==> config.mk <==
export PLATFORM = sky130hd
export DESIGN_NAME = nta_track_ram
export DESIGN_NICKNAME = d
export VERILOG_FILES = /design/src/design/nearest_track_associator_macros.svh /design/src/design/nta_pkg.sv /design/src/design/nta_track_ram.sv
export SDC_FILE = /design/constraint.sdc
export NUM_CORES = 2
export LEC_CHECK = 0
export BUFFER_PORTS_ARGS = -buffer_cell sky130_fd_sc_hd__buf_2
export CAP_MARGIN = 10
export CORE_MARGIN = 5
export CORE_UTILIZATION = 56
export DETAILED_ROUTE_END_ITERATION = 12
export GPL_ROUTABILITY_DRIVEN = 0
export HOLD_SLACK_MARGIN = 0.1
export PLACE_DENSITY = 0.86
export SLEW_MARGIN = 20
export SYNTH_ARGS = -nofsm -noshare
export SYNTH_HDL_FRONTEND = slang
export SYNTH_SLANG_ARGS = --single-unit
==> constraint.sdc <==
create_clock -name i_clk -period 6.51 [get_ports i_clk]
set_input_delay 1.302 -clock i_clk [delete_from_list [all_inputs] [get_ports i_clk]]
set_output_delay 1.302 -clock i_clk [all_outputs]
set_load 0.02 [all_outputs]
==> src/design/nearest_track_associator_macros.svh <==
// Assertion macros used by the nearest track associator top level.
`ifndef NEAREST_TRACK_ASSOCIATOR_MACROS_SVH
`define NEAREST_TRACK_ASSOCIATOR_MACROS_SVH
`ifndef SYNTH
// Same-cycle implication, checked at every rising clock edge outside reset.
`define NTA_ASSERT_SAME(lbl, clk, rst_n, ante, cons) \
    lbl: assert property (@(posedge clk) disable iff (!rst_n) (ante) |-> (cons)) \
        else $error("nearest_track_associator: assertion failed");
// Next-cycle implication, checked at every rising clock edge outside reset.
`define NTA_ASSERT_NEXT(lbl, clk, rst_n, ante, cons) \
    lbl: assert property (@(posedge clk) disable iff (!rst_n) (ante) |=> (cons)) \
        else $error("nearest_track_associator: assertion failed");
`else
`define NTA_ASSERT_SAME(lbl, clk, rst_n, ante, cons)
`define NTA_ASSERT_NEXT(lbl, clk, rst_n, ante, cons)
`endif
`endif

==> src/design/nta_pkg.sv <==
// Package with the constants, register codes and types of the nearest track associator.
package nta_pkg;

    localparam int MAX_TRACKS = 32;
    localparam int IDX_W      = $clog2(MAX_TRACKS);
    localparam int CNT_W      = $clog2(MAX_TRACKS + 1);

    localparam int POS_W      = 24;
    localparam int STAMP_W    = 32;
    localparam int MAG_W      = 24;
    localparam int SQ_W       = 2 * MAG_W;
    localparam int DIST_W     = 50;
    localparam int GATE_W     = 50;
    localparam int GAP_W      = 32;
    localparam int LABEL_W    = 5;

    localparam int CFG_IDX_W  = 1;
    localparam int CFG_DATA_W = 50;

    localparam logic [CFG_IDX_W-1:0] REG_GATE = 1'b0;
    localparam logic [CFG_IDX_W-1:0] REG_GAP  = 1'b1;

    localparam logic [GATE_W-1:0] GATE_RESET = GATE_W'(49000000);
    localparam logic [GAP_W-1:0]  GAP_RESET  = GAP_W'(5000);

    // One stored track, also used for the captured detection.
    typedef struct packed {
        logic signed [POS_W-1:0] x;
        logic signed [POS_W-1:0] y;
        logic signed [POS_W-1:0] z;
        logic [STAMP_W-1:0]      stamp;
    } t_track;

    // Scored candidate leaving the distance pipeline.
    typedef struct packed {
        logic              valid;
        logic [IDX_W-1:0]  idx;
        logic [DIST_W-1:0] dist_sq;
        logic              gap_ok;
    } t_score;

endpackage

==> src/design/nta_track_ram.sv <==
// Track memory: one write port and one read port with registered read data.
module nta_track_ram import nta_pkg::*; (
    input  logic             i_clk,
    input  logic             i_we,
    input  logic [IDX_W-1:0] i_waddr,
    input  t_track           i_wdata,
    input  logic             i_re,
    input  logic [IDX_W-1:0] i_raddr,
    output t_track           o_rdata
);

    t_track r_mem [MAX_TRACKS];
    t_track r_rdata;

    always_ff @(posedge i_clk) begin
        if (i_we) begin
            r_mem[i_waddr] <= i_wdata;
        end
        if (i_re) begin
            r_rdata <= r_mem[i_raddr];
        end
    end

    assign o_rdata = r_rdata;

endmodule

Yosys cells after proc, flatten, opt, wreduce, memory -nomap -nowiden --
Memories as Yosys holds them, arrays and structs flattened. A register that Yosys moved wholly into a read port is not among the register bits. Index checks and enable logic that the tools add are counted.
Operators by class: multiplexer cells 2
Operators by type and width (number):
- 1-bit 2-to-1 mux | 2
Storage, ports and cells: logic and storage cells 3, input port bits 117, flip-flop bits (word level) 0, memories 1, bits in writable memories 3328, output and inout port bits 104
Memory list:
- r_mem | depth 32, bits a word 104, read ports 1, clocked after Yosys merged registers in 1, write ports 1, line nta_track_ram.sv:12 | t_track r_mem [MAX_TRACKS];

Longest topological paths before layout --
depth in word-level cells 2, depth in mapped cells 9

Worst setup path before layout --
Ideal clock, no wire load.
kind input -> register, from in i_waddr[1], to mem r_mem[12][0] in the netlist's numbering (enable), slack -0.349 ns, stages 3, arrival 6.291 ns, required time 5.942 ns, cell sequence or3b_2 > clkbuf_1 > nor2_1
RTL lines:
- start, declared | line nta_track_ram.sv:5 | input logic [IDX_W-1:0] i_waddr,
- end, declared | line nta_track_ram.sv:12
No word-level cell before the write port.

==> results.md <==
* Initial Util at 56.3%
* Crit path DAT at 4.32 ns
* Final Hold Vio Count at 0
* Critical path origin: i_raddr[0]
* Synth Area in XOR/XNOR at 0%
* Final Util at 62.9%
* Final instance area at 0.145 sq mm
* Overall die height at 491 um
* Cells after Synth at 6,040
* Post-CTS Setup Bufs at 0
* F_max at 271 MHz
* GRT Overall Usage at 30.2%
* Hold Buf Count CTS at 0
* Top cells by area, synth: edfxtp_1 (80%), mux4_2 (7.5%), mux2i_1 (6.2%)
* Worst EP required at 7.14 ns
* Worst Path Class, Setup: input pin to flip-flop
* Reg2reg end: o_rdata[70]$_DFFE_PP_
* Largest net degree at the start of global routing at 120
* Largest family of logic cells by synthesized area: multiplexers
* Largest stage delay on the critical path at 0.68 ns
* I/O pins at 221
* Synth-to-Final Area Change at 11.7%
* Initial DRC Count at 13,000
* Initial antenna violation count at 48
* Worst-Margin Slew at 1.25 ns
* Count leader, synth: edfxtp_1
* Full die area at 0.241 sq mm
* Final Non-Filler Cells at 9,664
* Endpoints failing setup at 0
* DR vias/cell at 7.29
* # port buffers at 220
* Final HPWL from detailed placement at 167,000 um
* Yosys cell types at 29
* Simple-gate share of the synthesized area at 1.45%
* Dominant cell type by area after synthesis: edfxtp_1
* Worst r2r src: r_mem[15][70]$_DFFE_PP_
* Crit start category: input pin
* First-pass GRT wire length at 520,000 um
* Worst min-delay path class: flip-flop to flip-flop
* RSZ-0062 raised after global routing: false
* Post-synth EDFFs at 3,432
* Max Cap Viol at 0
* Register bit total from synthesis at 3,432
* Mux cell area share after synthesis at 13.7%
* Crit-path leading delay family: buffers and inverters
* Worst path cell trace: buf_8 -> buf_4 -> buf_4 -> mux4_2 -> a22oi_1 -> nand4_1
* WL/cell at 38.5 um
* CTS tree: built
* Syn. warnings at 0
* Clock-pin slew on the worst setup and hold paths at 0.07 ns
* Die Span X at 491 um
* Status: finished, final reports clean
* Stages on the worst setup path at 6
* CTS resizes at 0
* Dpl cells at 9,088
* Root Driver: clkbuf_16
* Slowest cell on the critical path: buf_4
* Main synth FF type: edfxtp_1
* Worst path bufs/invs at 3
* DRC viols at 0
* Vias in the first global route at 71,800
* Post-synthesis adder-cell area fraction at 0%
* Vias at 70,500
* Post-route ant nets at 0
* Leakage at 0.0471 uW
* Synth Net Count at 6,157
* Total power at 45,300 uW
* Fillers at 13,800
* Sequential area share after synthesis at 79.6%
* Total gr overflow at 0
* Final min period at 3.69 ns
* CP endpoint: o_rdata[37]$_DFFE_PP_
* PD cells at 313 mW/mm^2
* CP max FO at 50
* Period utilisation layout at 56.7%
* Drt pass-1 iters at 7
* Compound-cell area share of the yosys netlist at 3.87%
* Synth async-reset ratio at 0%
* Clk sinks at 3,432
* Peak VDD IR at 0.358 mV
* Fin. max-slew vios at 0
* Reg-to-reg slack, setup at 4.51 ns
* List of most frequent post-synthesis cells: edfxtp_1 (3,432), mux2i_1 (804), a22oi_1 (540), mux4_2 (430), nand3_1 (210)
* Post-synthesis area per instance at 21.4 sq um
* Mapped cell area at 0.129 sq mm
* Cell with the most instances on the worst path: buf_4
* Endpoint class of the critical path: flip-flop
* Share of cells above drive strength 1 at 19.3%
* Clock buffer depth at 4
* H-tree depth at 5
* # rows at 176
* Nets at 6,500
* Hold_sp: r_mem[13][94]$_DFFE_PP_
* Worst R2R Path Depth at 4
* Core outline area at 0.230 sq mm
* Routed WL at 372,000 um
* Slew headroom at 16.8%
* Clock latency on the worst-skew pair at 0.93 ns
* Top cell type's share of synthesized area at 79.6%
* CTS buffer count at 317
* Post-placement cell area at 0.135 sq mm
* Worst Clk Skew at 0.0484 ns
-- state kept, by name (all words and copies together), names as in the netlist --
| name | flops |
|---|---|
| r_mem | 3328 |
| o_rdata | 104 |
-- worst min-delay path by stage --
stage                                        end  cells after the start
after floorplan           o_rdata[101]$_DFFE_PP_                      4
after global placement     o_rdata[40]$_DFFE_PP_                      4
after detailed placement   o_rdata[94]$_DFFE_PP_                      4
after CTS                  o_rdata[94]$_DFFE_PP_                      4
after global routing       o_rdata[94]$_DFFE_PP_                      4
final                      o_rdata[94]$_DFFE_PP_                      4
-- through the flow --
| step | setup WS, ns | hold WS (ns) | setup TNS [ns] |
|---|---|---|---|
| 2_1_floorplan | -0.349 | 0.652 | -414.80 |
| 3_3_place_gp | 2.16 | 0.679 | 0 |
| 3_5_place_dp | 2.05 | 0.700 | 0 |
| 4_1_cts | 2.94 | 0.722 | 0 |
| 5_1_grt | 2.62 | 0.775 | 0 |
| 6_report | 2.82 | 0.718 | 0 |
-- worst reg2reg max path, delay by kind of cell (launching register included) --
kind	cells	cell delay, ns
compound gates	2	0.58
flops	1	0.42
mux	1	0.54
simple gates	1	0.17
-- power by group --
part	leakage (uW)	internal, uW	switching, uW	total, uW
registers	0.0310	24700	165	24800
clock network	0.00479	10100	8110	18300
logic	0.0113	717	1480	2200
total	0.0471	35500	9760	45300
-- placed cells by master, fill, tap and decap left out, drive strengths merged, types with 13 or more instances in the layout --
cell	Yosys	final
nand4	48	48
bufinv	0	26
nor2	40	40
edfxtp	3432	3432
buf	220	371
mux4	430	430
nand2	16	16
nor2b	19	19
clkbuf	127	385
and2	13	13
mux2i	804	804
a22oi	540	540
a22o	56	56
clkinv	0	124
nand3	210	210
a2bb2oi	14	14
a31oi	56	56
diode	0	31
-- logic make-up (layout without fill, tap and decap cells) --
logic type | after synthesis | after routing
other | 0 | 31
flip-flops | 3432 | 3432
multiplexers | 1234 | 1234
AO/OA/AOI/OAI | 666 | 666
AND/OR/NAND/NOR | 361 | 361
buffers and inverters | 347 | 914
-- routing by layer --
| layer | vias to the layer above | track usage (%) | wire length [um] |
|---|---|---|---|
| li1 | 26100 | - | - |
| met1 | 35500 | 36.4 | 114000 |
| met2 | 7395 | 49.8 | 183000 |
| met3 | 1507 | 7.86 | 50800 |
| met4 | 30 | 17.4 | 24300 |
| met5 | - | 0 | 207 |
-- cell type report --
type	count	area, sq um	area share, %
sequential	3432	103000	71.3
multi-input combinational	2261	25000	17.3
clock buffer	385	8360	5.78
tap	3026	3790	2.62
timing repair buffer	371	2960	2.05
clock inverter	158	1400	0.970
antenna	31	77.6	0.0536
(Power assumes the default switching activity.)
