$ cat src/design/nearest_track_associator_macros.svh
// Assertion macros used by the nearest track associator top level.
`ifndef NEAREST_TRACK_ASSOCIATOR_MACROS_SVH
`define NEAREST_TRACK_ASSOCIATOR_MACROS_SVH
`ifndef SYNTH
// Same-cycle implication, checked at every rising clock edge outside reset.
`define NTA_ASSERT_SAME(lbl, clk, rst_n, ante, cons) \
    lbl: assert property (@(posedge clk) disable iff (!rst_n) (ante) |-> (cons)) \
        else $error("nearest_track_associator: assertion failed");
// Next-cycle implication, checked at every rising clock edge outside reset.
`define NTA_ASSERT_NEXT(lbl, clk, rst_n, ante, cons) \
    lbl: assert property (@(posedge clk) disable iff (!rst_n) (ante) |=> (cons)) \
        else $error("nearest_track_associator: assertion failed");
`else
`define NTA_ASSERT_SAME(lbl, clk, rst_n, ante, cons)
`define NTA_ASSERT_NEXT(lbl, clk, rst_n, ante, cons)
`endif
`endif

$ cat src/design/nta_pkg.sv
// Package with the constants, register codes and types of the nearest track associator.
package nta_pkg;

    localparam int MAX_TRACKS = 32;
    localparam int IDX_W      = $clog2(MAX_TRACKS);
    localparam int CNT_W      = $clog2(MAX_TRACKS + 1);

    localparam int POS_W      = 24;
    localparam int STAMP_W    = 32;
    localparam int MAG_W      = 24;
    localparam int SQ_W       = 2 * MAG_W;
    localparam int DIST_W     = 50;
    localparam int GATE_W     = 50;
    localparam int GAP_W      = 32;
    localparam int LABEL_W    = 5;

    localparam int CFG_IDX_W  = 1;
    localparam int CFG_DATA_W = 50;

    localparam logic [CFG_IDX_W-1:0] REG_GATE = 1'b0;
    localparam logic [CFG_IDX_W-1:0] REG_GAP  = 1'b1;

    localparam logic [GATE_W-1:0] GATE_RESET = GATE_W'(49000000);
    localparam logic [GAP_W-1:0]  GAP_RESET  = GAP_W'(5000);

    // One stored track, also used for the captured detection.
    typedef struct packed {
        logic signed [POS_W-1:0] x;
        logic signed [POS_W-1:0] y;
        logic signed [POS_W-1:0] z;
        logic [STAMP_W-1:0]      stamp;
    } t_track;

    // Scored candidate leaving the distance pipeline.
    typedef struct packed {
        logic              valid;
        logic [IDX_W-1:0]  idx;
        logic [DIST_W-1:0] dist_sq;
        logic              gap_ok;
    } t_score;

endpackage

$ cat src/design/nta_score.sv
// Three-stage pipeline that scores one stored track against the detection.
module nta_score import nta_pkg::*; (
    input  logic             i_clk,
    input  logic             i_rst_n,
    input  logic             i_rd_v,
    input  logic [IDX_W-1:0] i_rd_idx,
    input  t_track           i_track,
    input  t_track           i_det,
    input  logic [GAP_W-1:0] i_max_gap,
    output t_score           o_score,
    output logic             o_busy
);

    logic signed [POS_W:0]   dx, dy, dz;
    logic [MAG_W-1:0]        mx, my, mz;
    logic signed [STAMP_W:0] gap;
    logic                    gap_ok;

    logic                    r_s1_v, r_s2_v, r_s3_v;
    logic [IDX_W-1:0]        r_s1_idx, r_s2_idx, r_s3_idx;
    logic                    r_s1_gap, r_s2_gap, r_s3_gap;
    logic [MAG_W-1:0]        r_mx, r_my, r_mz;
    logic [SQ_W-1:0]         r_sqx, r_sqy, r_sqz;
    logic [DIST_W-1:0]       r_dist;

    // Differences are formed one bit wider so that they never wrap.
    assign dx = $signed({i_track.x[POS_W-1], i_track.x}) - $signed({i_det.x[POS_W-1], i_det.x});
    assign dy = $signed({i_track.y[POS_W-1], i_track.y}) - $signed({i_det.y[POS_W-1], i_det.y});
    assign dz = $signed({i_track.z[POS_W-1], i_track.z}) - $signed({i_det.z[POS_W-1], i_det.z});
    assign mx = dx[POS_W] ? MAG_W'(-dx) : MAG_W'(dx);
    assign my = dy[POS_W] ? MAG_W'(-dy) : MAG_W'(dy);
    assign mz = dz[POS_W] ? MAG_W'(-dz) : MAG_W'(dz);

    // Signed gap, exact: an older detection gives a negative gap and passes.
    assign gap    = $signed({1'b0, i_det.stamp}) - $signed({1'b0, i_track.stamp});
    assign gap_ok = gap < $signed({1'b0, i_max_gap});

    always_ff @(posedge i_clk) begin
        if (!i_rst_n) begin
            r_s1_v <= 1'b0;
            r_s2_v <= 1'b0;
            r_s3_v <= 1'b0;
        end else begin
            r_s1_v <= i_rd_v;
            r_s2_v <= r_s1_v;
            r_s3_v <= r_s2_v;
        end
    end

    always_ff @(posedge i_clk) begin
        r_s1_idx <= i_rd_idx;
        r_s1_gap <= gap_ok;
        r_mx     <= mx;
        r_my     <= my;
        r_mz     <= mz;

        r_s2_idx <= r_s1_idx;
        r_s2_gap <= r_s1_gap;
        r_sqx    <= r_mx * r_mx;
        r_sqy    <= r_my * r_my;
        r_sqz    <= r_mz * r_mz;

        r_s3_idx <= r_s2_idx;
        r_s3_gap <= r_s2_gap;
        r_dist   <= DIST_W'(r_sqx) + DIST_W'(r_sqy) + DIST_W'(r_sqz);
    end

    assign o_score.valid   = r_s3_v;
    assign o_score.idx     = r_s3_idx;
    assign o_score.dist_sq = r_dist;
    assign o_score.gap_ok  = r_s3_gap;

    // High while any stage still holds a track that has not been scored.
    assign o_busy = r_s1_v || r_s2_v || r_s3_v;

endmodule

$ cat config.mk
export PLATFORM = sky130hd
export DESIGN_NAME = nta_score
export DESIGN_NICKNAME = d
export VERILOG_FILES = /design/src/design/nearest_track_associator_macros.svh /design/src/design/nta_pkg.sv /design/src/design/nta_score.sv
export SDC_FILE = /design/constraint.sdc
export NUM_CORES = 2
export LEC_CHECK = 0
export ABC_CLOCK_PERIOD_IN_PS = 7700
export BUFFER_PORTS_ARGS = -buffer_cell sky130_fd_sc_hd__buf_2
export CORE_MARGIN = 3
export CORE_UTILIZATION = 40
export DETAILED_ROUTE_END_ITERATION = 7
export PLACE_DENSITY_LB_ADDON = 0.15
export SYNTH_ARGS = -nofsm -noshare
export SYNTH_HDL_FRONTEND = slang
export SYNTH_SLANG_ARGS = --single-unit
$ cat constraint.sdc
create_clock -name i_clk -period 7.7 [get_ports i_clk]
set_clock_uncertainty 0.05 [all_clocks]
set_input_delay 0.385 -clock i_clk [delete_from_list [all_inputs] [get_ports i_clk]]
set_output_delay 0.385 -clock i_clk [all_outputs]
set_load 0.05 [all_outputs]
Word level (Yosys, flattened, before mapping) --
Index checks and enable logic that the tools add are counted. W data, S select, Z words.
Word-level totals: register bits 287, output and inout port bits 58, word-level logic and storage cells 34
Cells by class: add/sub/neg operators 9, multiply operators 3, magnitude comparators 1, mux-type cells 3, reduce and logical (&&, ||, !) cells 2
Operators by type and width (number):
- $mul A24 B24 Y48 | 3
- $sub A24 B24 Y25 | 3
- $mux W24 | 3
- $neg A24 Y24 | 3
- $add A49 B48 Y50 | 1
- $add A48 B48 Y49 | 1
- $lt A33 B33 Y1 | 1
- $sub A32 B32 Y33 | 1
- $logic_or A1 B1 Y1 | 2

Logic depth before layout (Yosys ltp) --
depth after elaboration 3, mapped depth 29

Least setup slack after synthesis --
No wires, ideal clock.
path type flip-flop to flip-flop, start register r_mz[18], end register r_sqz[44], arrival time 7.066 ns, slack 0.464 ns, stages on the path, launching flop included 29, path buffers 3, clock period less this slack 7.236 ns, cells stage by stage dfxtp_1 clkbuf_1 clkbuf_1 nand2_1 fa_1 inv_1 fa_1 inv_1 fa_1 fa_1 inv_1 fa_1 fa_1 inv_1 fa_1 inv_1 ha_1 clkbuf_1 and4_1 a211o_1 a21o_1 a221oi_1 o21a_1 a21oi_1 o21a_1 o21ai_0 a21oi_1 o41a_1 xor2_1
Between the ends: word-level cells in the longest chain between the ends 1
RTL lines:
- start: declaration | line nta_score.sv:22 | logic [MAG_W-1:0] r_mx, r_my, r_mz;
- start signal: assignment | line nta_score.sv:55 | r_mz <= mz;
- $mul A24 B24 Y48 | line nta_score.sv:61 | r_sqz <= r_mz * r_mz;
- end signal: assignment | line nta_score.sv:61
- end: declaration | line nta_score.sv:23 | logic [SQ_W-1:0] r_sqx, r_sqy, r_sqz;
No other way between the ends. A chain may end at the register's enable or synchronous reset.

Final worst setup path --
start register r_mz[21], end register r_sqz[44]
Same word-level chain as after synthesis.

==> results.sh <==
export IMPL_status="finished clean"
export IMPL_die_area_sq_um=168100
export IMPL_synth_xor_area_share_pct=4.683
export IMPL_cts_tree="yes"
export IMPL_htreeDepth=2
export IMPL_synth_top_area_share_pct=40.42
export IMPL_synth_cells=7214
export IMPL_endpoint_kind="flip-flop"
export IMPL_dr_pass1_iters=5
export IMPL_port_buffers=305
export IMPL_final_common_cell="inv_1"
export IMPL_clockBufferDepth=3
export IMPL_synth_adder_area_share_pct=54.11
export IMPL_die_w_um=410.0
export IMPL_final_core_util_pct=44.61
export IMPL_worstSkewPairLatency_ns=0.61
export IMPL_hold_viol=0
export IMPL_min_path_type="input pin to flip-flop"
export IMPL_syn_area_per_cell_sq_um=9.048
export IMPL_grt_max_degree=26
export IMPL_clockRootBuffer="clkbuf_16"
export IMPL_initial_utilization_pct=40.46
export IMPL_synth_top_family_by_area="adder cells"
export IMPL_io_pins=306
export IMPL_worstPathCellList="buf_4 -> and2_1 -> fa_1 -> fa_1 -> inv_1 -> fa_1 -> inv_1 -> fa_1 -> inv_1 -> fa_1 -> fa_1 -> fa_1 -> inv_1 -> ha_1 -> and3_1 -> nand4_1 -> or3_1 -> a311o_1 -> a21oi_1 -> o21a_1 -> o21ai_1 -> a21oi_1 -> o41a_1 -> xor2_1"
export IMPL_wl_per_cell_um=16.37
export IMPL_synth_area_top_cells="fa_1, ha_1, inv_1"
export IMPL_layout_drive_gt1_share_pct=8.515
export IMPL_worst_pin_slew_ns=1.104
export IMPL_fin_crit_sh_pct=95.99
export IMPL_yosysTopAreaCell="fa_1"
export IMPL_path_common_cell="fa_1"
export IMPL_std_cell_rows=147
export IMPL_nFillCells=15999
export IMPL_critPathMaxStageDelay_ns=0.55
export IMPL_hpwl_um=139100
export IMPL_nets=9862
export IMPL_cts_buffers_inserted=39
export IMPL_critPathMaxFanout=7
export IMPL_place_gp_congestion=0.8875
export IMPL_muxShareOfSynthArea_pct=0.1917
export IMPL_seq_area_frac_synth_pct=8.710
export IMPL_ys_warn_count=0
export IMPL_synth_seq_cells=284
export IMPL_drt_antenna_violating_nets=0
export IMPL_syn_area_sq_um=65270
export IMPL_core_sq_um=161300
export IMPL_synth_compound_area_share_pct=8.582
export IMPL_grt_pass1_vias=50875
export IMPL_clk_pin_slew_worst_paths_ns=0.06
export IMPL_wirelength_um=159900
export IMPL_cts_sinks=284
export IMPL_yosysUniqueCellTypes=87
export IMPL_ys_flop_type="dfxtp_1"
export IMPL_cap_violations=0
export IMPL_postSynth_asyncResetShare_pct=0
export IMPL_antenna_found_initial=2
export IMPL_crit_required_ns=8.16
export IMPL_gr_total_overflow=0
export IMPL_route_detailed_drc=0
export IMPL_num_vias=46996
export IMPL_synth_edf_count=0
export IMPL_finalMaxSlewViolations=0
export IMPL_synthSimpleGateAreaFrac_pct=11.33
export IMPL_critPathKind="flip-flop to flip-flop"
export IMPL_multiInputGateArea_sq_um=51610
export IMPL_critical_path_arrival_ns=7.85
export IMPL_syn_to_final_growth_pct=10.26
export IMPL_maxSlewHeadroom_pct=25.89
export IMPL_die_h_um=410.0
export IMPL_setup_violations=0
export IMPL_grt_pass1_wl_um=267300
export IMPL_cp_slowest_cell="fa_1"
export IMPL_crit_path_start_kind="flip-flop"
export IMPL_fmax_mhz=135.3
export IMPL_post_route_min_period_ns=7.391
export IMPL_most_common_layout_cells="inv_1, fa_1, ha_1"
export IMPL_via_per_inst=4.810
export IMPL_register_area_sq_um=5724
export IMPL_drt_first_iter_violations=2336
export IMPL_grt_total_usage_pct=19.70
-- state kept, by name (all words and copies together), names as in the netlist --
signal    flops
r_sqy        47
r_s2_v        1
r_s1_v        1
r_s3_v        1
r_sqx        47
r_s2_gap      1
r_sqz        47
r_dist       50
r_mz         24
r_my         24
r_s3_gap      1
r_s1_gap      1
r_s1_idx      5
r_mx         24
r_s2_idx      5
r_s3_idx      5
-- synthesized netlist by cell type, drive strengths merged (14+ instances only) --
cell type / n
a211oi: 23
a21o: 153
a21oi: 257
a31oi: 33
and2: 360
and3: 25
clkbuf: 175
dfxtp: 284
fa: 1318
ha: 714
inv: 1964
nand2: 597
nand2b: 48
nand3: 56
nand4: 31
nor2: 235
nor2b: 48
nor3: 56
o211ai: 16
o21a: 52
o21ai: 154
o21bai: 41
o31ai: 19
or2: 14
xnor2: 230
xor2: 119
-- area by class of cell --
type,count,area share [%]
Tap cell,2160,3.755
Sequential cell,284,7.954
Antenna cell,1,0.003477
Clock buffer,51,1.488
Multi-Input combinational cell,4784,71.71
Timing Repair Buffer,509,4.533
Clock inverter,18,0.3130
Inverter,1964,10.24
-- final timing paths --
kind | start | endpoint | slack, ns | depth (start not counted)
hold reg to reg | r_s2_idx[0] | r_s3_idx[0] | 0.27 | 0
setup reg to reg | r_mz[21] | r_sqz[44] | 0.31 | 24
hold / removal | i_det[80] | r_mx[0] | 0.07 | 3
setup / recovery | r_mz[21] | r_sqz[44] | 0.31 | 24
-- kinds of logic after synthesis --
kind of cell / count (synthesis)
compound gates: 863
xor+xnor: 349
fa+ha+maj: 2032
buf+inv: 2148
flops: 284
mux: 12
other cells: 1
simple gates: 1525
-- critical path: cells and delay by family (launching register included) --
family          cells  cell delay, ns
fa+ha+maj           8            3.87
compound gates      6            1.35
simple gates        4            1.05
flops               1            0.52
buf+inv             5            0.37
xor+xnor            1            0.13
-- metrics by stage --
step	std cells	setup TNS, ns	instance area (sq um)	hold WS (ns)	worst slack, ns
detailed placement	9692	0	70400	0.2621	0.1371
CTS	9769	0	71780	0.02145	0.06082
global placement	9692	0	70400	0.2619	0.1772
floorplan	7216	0	65280	0.2596	0.4636
global route	9770	-0.005594	71960	0.05765	-0.005594
finish	9771	0	71970	0.06756	0.3089
-- layer usage --
layer  wire length [um]  track usage (%)  share of wire, %  vias up
li1                   -                -                 -    22540
met1              74080            27.45                46    23412
met2              75920            33.16                47      880
met3               6103            1.899               3.8      164
met4               3811            4.566               2.4        0
met5                  0                0                 0        -
-- timing repair --
action / in CTS / in global routing
resized for setup: 0 / 66
hold buffers: 8 / 0
setup endpoints to repair: 0 / 24
setup buffers: 0 / 1
endpoints found under the hold margin: 8 / 0
Power is not shown: default switching activity piles up to over one toggle a cycle in this logic, so the estimate is an artifact.
